===== config.mk =====
export PLATFORM = sky130hd
export DESIGN_NAME = soundex_encoder
export DESIGN_NICKNAME = d
export VERILOG_FILES = /design/src/rtl/sdx_pkg.sv /design/src/rtl/soundex_encoder.sv
export SDC_FILE = /design/constraint.sdc
export NUM_CORES = 1
export LEC_CHECK = 0
export BUFFER_PORTS_ARGS = -buffer_cell sky130_fd_sc_hd__buf_2
export CORE_AREA = 5 5 107 99
export CTS_BUF_LIST = sky130_fd_sc_hd__clkbuf_8
export CTS_CLUSTER_DIAMETER = 150
export DETAILED_ROUTE_END_ITERATION = 8
export DIE_AREA = 0 0 112 104
export HOLD_SLACK_MARGIN = 0.15
export MAX_ROUTING_LAYER = met4
export SLEW_MARGIN = 10
export SYNTH_ARGS = -nofsm -noshare
export SYNTH_HDL_FRONTEND = slang
export SYNTH_SLANG_ARGS = --single-unit

===== constraint.sdc =====
create_clock -name aclk -period 2.55 [get_ports aclk]
set_clock_uncertainty 0.2 [all_clocks]
set_input_delay 0.3825 -clock aclk [delete_from_list [all_inputs] [get_ports aclk]]
set_output_delay 0.3825 -clock aclk [all_outputs]
set_load 0.005 [all_outputs]

===== src/rtl/sdx_pkg.sv =====
// Package for the Soundex-style name encoder: widths, group codes and the
// character-to-group lookup. Has no dependencies.

package sdx_pkg;

    localparam int CHAR_W       = 8;
    localparam int GROUP_W      = 3;
    localparam int HELD_SLOTS   = 3;
    localparam int COUNT_W      = 2;
    localparam int CODE_DIGITS_DEFAULT = 3;

    // Output tdata: lead letter, then three digits, padded to whole bytes.
    localparam int RESULT_BITS  = CHAR_W + HELD_SLOTS * GROUP_W;
    localparam int M_TDATA_W    = ((RESULT_BITS + 7) / 8) * 8;

    typedef logic [GROUP_W-1:0] group_t;

    localparam group_t GROUP_IGNORE = 3'd0;
    localparam group_t GROUP_LABIAL = 3'd1;
    localparam group_t GROUP_GUTTER = 3'd2;
    localparam group_t GROUP_DENTAL = 3'd3;
    localparam group_t GROUP_LATERAL = 3'd4;
    localparam group_t GROUP_NASAL  = 3'd5;
    localparam group_t GROUP_RHOTIC = 3'd6;
    localparam group_t GROUP_SEPARATOR = 3'd7;
    localparam group_t GROUP_NONE   = 3'd0;

    // Groups 1 to 6 for consonants, the separator code for vowel-like
    // letters, and the ignore code for anything else.
    function automatic group_t group_of(input logic [CHAR_W-1:0] c);
        group_t g;
        unique case (c)
            "B", "F", "P", "V":                     g = GROUP_LABIAL;
            "C", "G", "J", "K", "Q", "S", "X", "Z": g = GROUP_GUTTER;
            "D", "T":                               g = GROUP_DENTAL;
            "L":                                    g = GROUP_LATERAL;
            "M", "N":                               g = GROUP_NASAL;
            "R":                                    g = GROUP_RHOTIC;
            "A", "E", "I", "O", "U", "Y", "W", "H": g = GROUP_SEPARATOR;
            default:                                g = GROUP_IGNORE;
        endcase
        return g;
    endfunction

endpackage


===== src/rtl/soundex_encoder.sv =====
// Soundex-style name encoder, top level. Takes one character per transaction
// and gives one four-symbol code per name. Depends on sdx_pkg.
//
// Usage. Characters of a name arrive on the slave stream: s_axis_tdata holds
// the character and s_axis_tlast marks the final character of the name.
// One result transaction per name leaves on the master stream once the final
// character has been taken: the lead letter in bits 7:0 and the three group
// digits above it, 0 where the code is padded.
// The final character passes through the input register, then the output
// register, which offers its result. Throughput: one character per cycle,
// except while a final character waits on a stalled result. The input
// register, the group lookup and the digit update form one short stage; the
// per-name state loop (previous group, digit count) closes within that
// stage.
// When the receiver stalls, the result waits in the output register and the
// block still takes characters; only a final character that would overwrite
// a waiting result is held in the input register, and s_axis_tready then
// falls until the result is taken.
// Reset (aresetn low, synchronous) empties both registers and returns the
// per-name state to the start of a name. Nothing carries over between names.

module soundex_encoder
    import sdx_pkg::*;
#(
    parameter int CODE_DIGITS = CODE_DIGITS_DEFAULT
) (
    input  logic                 aclk,
    input  logic                 aresetn,
    // Slave stream: tdata = letter [7:0]; tlast = end_of_name.
    input  logic                 s_axis_tvalid,
    output logic                 s_axis_tready,
    input  logic [CHAR_W-1:0]    s_axis_tdata,
    input  logic                 s_axis_tlast,
    // Master stream: tdata = lead_letter [7:0], digit_one [10:8],
    // digit_two [13:11], digit_three [16:14], zeros above.
    output logic                 m_axis_tvalid,
    input  logic                 m_axis_tready,
    output logic [M_TDATA_W-1:0] m_axis_tdata
);

    // Digit positions beyond the held slots are never recorded.
    localparam int LIMIT_INT = (CODE_DIGITS < HELD_SLOTS) ? CODE_DIGITS : HELD_SLOTS;
    localparam logic [COUNT_W-1:0] DIGIT_LIMIT = COUNT_W'(LIMIT_INT);

    // Input register.
    logic              in_valid_reg;
    logic [CHAR_W-1:0] in_letter_reg;
    logic              in_last_reg;

    // Per-name state.
    logic               at_start_reg,        at_start_next;
    group_t             previous_group_reg,  previous_group_next;
    logic [COUNT_W-1:0] digits_written_reg,  digits_written_next;
    logic [CHAR_W-1:0]  held_letter_reg,     held_letter_next;
    group_t             held_digits_reg  [HELD_SLOTS];
    group_t             held_digits_next [HELD_SLOTS];

    // Output register.
    logic                 out_valid_reg, out_valid_next;
    logic [M_TDATA_W-1:0] out_data_reg;

    logic   advance;
    logic   load_result;
    group_t group_code;

    // A character in the input register moves on unless it completes a
    // name while the previous result is still waiting.
    assign advance       = in_valid_reg && (!in_last_reg || !out_valid_reg || m_axis_tready);
    assign load_result   = advance && in_last_reg;
    assign s_axis_tready = !in_valid_reg || advance;

    assign group_code = group_of(in_letter_reg);

    always_comb begin
        at_start_next       = at_start_reg;
        previous_group_next = previous_group_reg;
        digits_written_next = digits_written_reg;
        held_letter_next    = held_letter_reg;
        for (int i = 0; i < HELD_SLOTS; i++) begin
            held_digits_next[i] = held_digits_reg[i];
        end

        if (at_start_reg) begin
            held_letter_next    = in_letter_reg;
            previous_group_next = (group_code == GROUP_SEPARATOR) ? GROUP_NONE : group_code;
            at_start_next       = 1'b0;
        end else if (digits_written_reg < DIGIT_LIMIT) begin
            if (group_code == GROUP_SEPARATOR) begin
                previous_group_next = GROUP_NONE;
            end else if (group_code != GROUP_IGNORE) begin
                if (group_code != previous_group_reg) begin
                    for (int i = 0; i < HELD_SLOTS; i++) begin
                        if (digits_written_reg == COUNT_W'(i)) begin
                            held_digits_next[i] = group_code;
                        end
                    end
                    digits_written_next = digits_written_reg + COUNT_W'(1);
                end
                previous_group_next = group_code;
            end
        end
    end

    always_comb begin
        out_valid_next = out_valid_reg;
        if (load_result) begin
            out_valid_next = 1'b1;
        end else if (m_axis_tready) begin
            out_valid_next = 1'b0;
        end
    end

    always_ff @(posedge aclk) begin
        if (!aresetn) begin
            in_valid_reg <= 1'b0;
        end else if (s_axis_tready) begin
            in_valid_reg <= s_axis_tvalid;
        end
        if (s_axis_tready && s_axis_tvalid) begin
            in_letter_reg <= s_axis_tdata;
            in_last_reg   <= s_axis_tlast;
        end
    end

    // At the end of a name the state returns to its starting values.
    always_ff @(posedge aclk) begin
        if (!aresetn || load_result) begin
            at_start_reg       <= 1'b1;
            previous_group_reg <= GROUP_NONE;
            digits_written_reg <= '0;
            held_letter_reg    <= '0;
            for (int i = 0; i < HELD_SLOTS; i++) begin
                held_digits_reg[i] <= GROUP_NONE;
            end
        end else if (advance) begin
            at_start_reg       <= at_start_next;
            previous_group_reg <= previous_group_next;
            digits_written_reg <= digits_written_next;
            held_letter_reg    <= held_letter_next;
            for (int i = 0; i < HELD_SLOTS; i++) begin
                held_digits_reg[i] <= held_digits_next[i];
            end
        end
    end

    always_ff @(posedge aclk) begin
        if (!aresetn) begin
            out_valid_reg <= 1'b0;
        end else begin
            out_valid_reg <= out_valid_next;
        end
        if (load_result) begin
            out_data_reg <= M_TDATA_W'({held_digits_next[2], held_digits_next[1],
                                        held_digits_next[0], held_letter_next});
        end
    end

    assign m_axis_tvalid = out_valid_reg;
    assign m_axis_tdata  = out_data_reg;

endmodule


Yosys cells after proc, flatten, opt, wreduce, memory -nomap -nowiden
Memory sizes are Yosys's and may differ from the RTL's. A register that Yosys moved wholly into a read port is not among the register bits.
Index checks and enable logic that the tools add are counted.
{"block": "totals", "ram_bits": 9, "mem_count": 2, "elab_cells": 66, "rom_bits": 384, "output_inout_bits": 26, "regBits": 42, "inputBits": 13}
{"block": "op_classes", "addsub": 1, "bitwise": 5, "n_eq_ne": 4, "n_mux": 26, "order_cmp": 1, "n_reduce_logical": 18}
{"memory": "(name not given)", "words": 128, "width": 3, "rd": 1, "rd_ports_with_merged_regs": 1, "write_ports": 0, "line": "sdx_pkg.sv:32", "source": "unique case (c)"}
{"memory": "held_digits_reg", "words": 3, "width": 3, "rd": 3, "rd_ports_with_merged_regs": 0, "write_ports": 3, "line": "soundex_encoder.sv:55", "source": "group_t held_digits_reg [HELD_SLOTS];"}
{"cell": "9-bit two-way mux", "count": 5}
{"cell": "3-bit two-way mux", "count": 12}
{"cell": "8-bit two-way mux", "count": 1}
{"cell": "1-bit two-way mux", "count": 7}
{"cell": "7-bit two-way mux", "count": 1}
{"cell": "6-bit AND reduction", "count": 1}
{"cell": "3-bit nonzero test", "count": 2}
{"cell": "1-bit zero test", "count": 4}
{"cell": "1-bit logical OR", "count": 4}
{"cell": "2-bit nonzero test", "count": 2}
{"cell": "3-bit == test (second input constant)", "count": 1}
{"cell": "1-bit logical AND", "count": 3}
{"cell": "3-bit != test", "count": 1}
{"cell": "1-bit bitwise OR", "count": 3}
{"cell": "3-bit AND reduction", "count": 1}
{"cell": "2-bit by 1-bit adder with 2-bit output (second input constant)", "count": 1}
{"cell": "2-bit by 1-bit == test with 1-bit output (second input constant)", "count": 1}
{"cell": "2-bit == test (second input constant)", "count": 1}
{"cell": "2-bit zero test", "count": 1}
{"cell": "2-bit less-than comparator (second input constant)", "count": 1}
{"cell": "1-bit inverter", "count": 2}

Logic depth before layout (Yosys ltp)
{"block": "depth", "depth_word": 9, "ltp_mapped": 12, "mapped_depth_nobuf": 12}

Worst setup path after synthesis
OpenSTA, ideal clock, no wires.
{"block": "synth_timing", "kind": "input to register", "start": "in m_axis_tready", "end": "reg with a tool-made name", "t_required_ns": 2.225, "path_slack_ns": -0.196, "arrival_ns": 2.421, "setup_ns": 0.125, "stages": 12, "cell_sequence": "and4b_1 -> inv_2 -> nand2_2 -> inv_2 -> mux2_2 -> inv_1 -> ha_1 -> o31ai_1 -> a21oi_1 -> o21ai_0 -> a21oi_1 -> o41a_1"}
{"item": "start: declaration", "line": "soundex_encoder.sv:37", "source": "input logic m_axis_tready,"}

==> run summary <==
The largest vdd supply drop is 0.310 mV. The floorplan has 34 rows. The number of global-route vias before repair is approximately 2.1k.

The relative area change from synthesis to final layout came out at 22.4%. The global routing met3 resource utilization came out at under 10%. The number of flip-flops under the largest register name is 17. Once layout is complete, the cells apart from fillers number between 400 and 500. The final critical-path required period came out at around 2.4 ns. The height of the die is between 100 and 150 µm. The worst slew slack as a fraction of its limit is between 50% and 60%. The largest net degree at the start of global routing is 23. The most common cell after layout, fill and taps aside is edfxtp_1. The worst setup path is captured at a register. The count of antenna diodes in the layout is 0.

The total wire length is between 6000 and 7000 µm. The min-delay analysis places its worst path in the category in2reg. The hold violation count in the final report is 0. In this run, the number of DRC markers left after iteration 0 of detailed routing was between 100 and 150. The met2 track demand over resource in global routing is about 17%. The required time reported for the critical path endpoint is between 2 and 3 ns. The number of failing setup endpoints in the final timing report came out at 0.

Static timing analysis puts the maximum clock frequency at between 0.4 and 0.5 GHz. The leakage power figure came out at between 0.001 and 0.0015 µW. Input and output buffers added on the ports amount to 31. The TritonCTS buffer count is 5. The number of nets at the end of the flow is 343. The worst hold path begins at s_axis_tdata[4]. The number of antenna violations at the first check in global routing is 0. For hold timing, the worst endpoint is in_letter_reg[4].

The run finished with clean final reports. The number of maximum-capacitance violations came out at 0. The estimated wirelength of the detail-placed design came out at 4620 µm. The final weighted congestion of routability-driven global placement is between 0.9 and 1. The largest fanout of any net on the critical path came out at 4.

The number of inserted filler cells in the final layout came out at about 940. The netlist uses just over 50 different library cells. By startpoint and endpoint, the worst setup path is classified as reg2reg. The endpoint arrival time on the critical path came out at about 2.4 ns. The cell count after placement is about 430.

The initial core utilization came out at between 30% and 40%. A synthesized cell averages about 11 µm². Of the cells placed in the final design, the portion with a size suffix greater than 1 is between 20% and 30%. The count of nets left with antenna violations once routing finished came out at 0. The accumulated negative setup slack came out at 0 ns. Dividing the final minimum period by the clock period gives between 90% and 100%.

The cell area after synthesis came out at ~2800 µm². The I/O pin count is 39. Of all flip-flops after synthesis, the portion carrying an async set or reset was 0%. Global routing used 11.4% of the available tracks across all layers. At the pin with the least slew margin, the transition time is between 0.6 and 0.7 ns.

Among all flip-flop cells after synthesis, the most frequent one is edfxtp_1. The insertion delay to the later sink of the worst-skew pair came out at roughly 0.30 ns. For the worst flop-to-flop path, the logic depth is 12. In this run the register-to-register setup slack is approximately 0.18 ns. Setup repair after global routing left no endpoint under its margin. The maximum root-to-sink buffer count is 2.

The average wire per standard cell came out at 14.3 µm. Synthesis produced between 200 and 300 cells. In this run the clock root is driven by a clkbuf_8. The startpoint of the worst register-to-register path is in_last_reg.

The met1 track demand over resource is around 16%. The number of sinks on the clock net came out at between 50 and 60. After clock tree synthesis, the clock-pin slew on the worst setup and hold paths is 0.10 ns. Measured along the x axis, the die boundary spans ~110 µm. The core area is roughly 9400 µm². The cell area power density is 518 nW/µm². The count of TritonRoute iterations in the first routing pass is 5. The share of synthesized area occupied by flip-flops and latches is 50.6%. The overall overflow remaining after global route is 0. Along the worst hold path, the cell count comes to 1. The first global-routing pass estimated 10600 µm of wire. Leaving out fill and tap cells, the most frequent cells in the layout are edfxtp_1, nand2_1, buf_2. The number of remaining DRC errors came out at 0. The ratio of routed vias to standard cells is a little under 5. met2 is the most crowded layer. The register bit total from synthesis is 54.

STA classifies the critical path startpoint as a register. TritonCTS built the clock tree. The H-tree level count is 2. The number of warnings printed during yosys synthesis is 0. The die covers ~12000 µm². The number of pins exceeding their max-slew limit in the final report is 0. The number of synthesized flops with an enable pin came out at 35. The overall via count from detail_route came out at ~2.2k. The final design utilization came out at 36.8%.
-- synthesized netlist by cell type, types with 3 or more instances --
| master | number | area (µm²) |
|---|---|---|
| nand4bb_1 | 3 | 33.8 |
| or4b_4 | 3 | 41.3 |
| nor2_1 | 6 | 22.5 |
| mux2_2 | 10 | 113 |
| nand4_1 | 8 | 50.1 |
| nor3_1 | 4 | 20.0 |
| dfxtp_1 | 19 | 380 |
| buf_4 | 7 | 52.6 |
| nand2b_1 | 7 | 43.8 |
| nand2_1 | 33 | 124 |
| or4b_1 | 4 | 40.0 |
| ha_1 | 11 | 138 |
| nand3_1 | 6 | 30.0 |
| o21ai_0 | 10 | 50.1 |
| and3_1 | 3 | 18.8 |
| a21boi_0 | 3 | 22.5 |
| o31ai_1 | 13 | 97.6 |
| clkbuf_1 | 7 | 26.3 |
| buf_2 | 4 | 20.0 |
| edfxtp_1 | 35 | 1050 |
| a21oi_1 | 20 | 100 |
| a221oi_1 | 3 | 26.3 |
| inv_1 | 12 | 45.0 |
-- repair_timing --
item                                    4_1_cts  5_1_grt
endpoints found under the hold margin         8        0
hold buffers                                  8        0
endpoints found under the setup margin        0        1
gates resized for setup                       0        0
buffers inserted                              0        2
-- report_power, final --
group          switching [µW]  internal (µW)
clock                     287            290
combinational             120            102
sequential               27.9            970
-- routing by layer --
| layer | wire, µm | share of wire (%) |
|---|---|---|
| met1 | 3040 | 48 |
| met2 | 2810 | 44 |
| met3 | 401 | 6.3 |
| met4 | 113 | 1.8 |
| met5 | 0 | 0 |
-- worst max-delay path, cell delays in order (launching register included) --
cell,delay [ns]
edfxtp_1,0.36
and4b_1,0.23
inv_2,0.06
nand2_4,0.11
inv_8,0.03
mux2_4,0.22
inv_4,0.04
ha_4,0.15
o31ai_1,0.23
a21oi_1,0.09
o21ai_1,0.12
a21oi_1,0.08
o41a_1,0.35
-- final cells by class --
class,instances,area [µm²],share of cell area [%]
Timing Repair Buffer,58,403,11.6
Multi-Input combinational cell,186,1300,37.5
Clock inverter,3,41.3,1.19
Inverter,14,62.6,1.81
Clock buffer,5,68.8,1.99
Tap cell,126,158,4.55
Sequential cell,54,1430,41.3
-- how the worst max path moves through the flow --
stage / from / end / slack, ns
finish: in_last_reg / register / 0.18
global route: in_last_reg / register / 0.002
CTS: in_last_reg / register / 0.15
detailed placement: m_axis_tready / register / -0.01
global placement: m_axis_tready / register / 0.04
floorplan: m_axis_tready / register / 0.001
-- cells by family after synthesis --
| kind of cell | after synthesis | share of synthesized area [%] |
|---|---|---|
| muxes | 11 | 4.33 |
| and+or+nand+nor | 91 | 18.8 |
| adders and majority gates | 11 | 4.87 |
| AOI/OAI and AO/OA | 64 | 15.0 |
| other | 1 | 0.133 |
| xor gates and xnor gates | 2 | 0.885 |
| buffers and inverters | 32 | 5.35 |
| DFF | 54 | 50.6 |
-- through the flow --
stage          hold slack [ns]  total power [µW]  setup slack [ns]  area (µm²)
2_1_floorplan            0.219              1150           0.00123        2890
4_1_cts                  0.171              1810             0.146        3450
3_3_place_gp             0.227              1220            0.0410        3260
5_1_grt                  0.168              1880           0.00157        3460
6_report                 0.187              1800             0.178        3460
3_5_place_dp             0.233              1230           -0.0124        3260
Note: power is estimated with default switching activity, not from simulation.
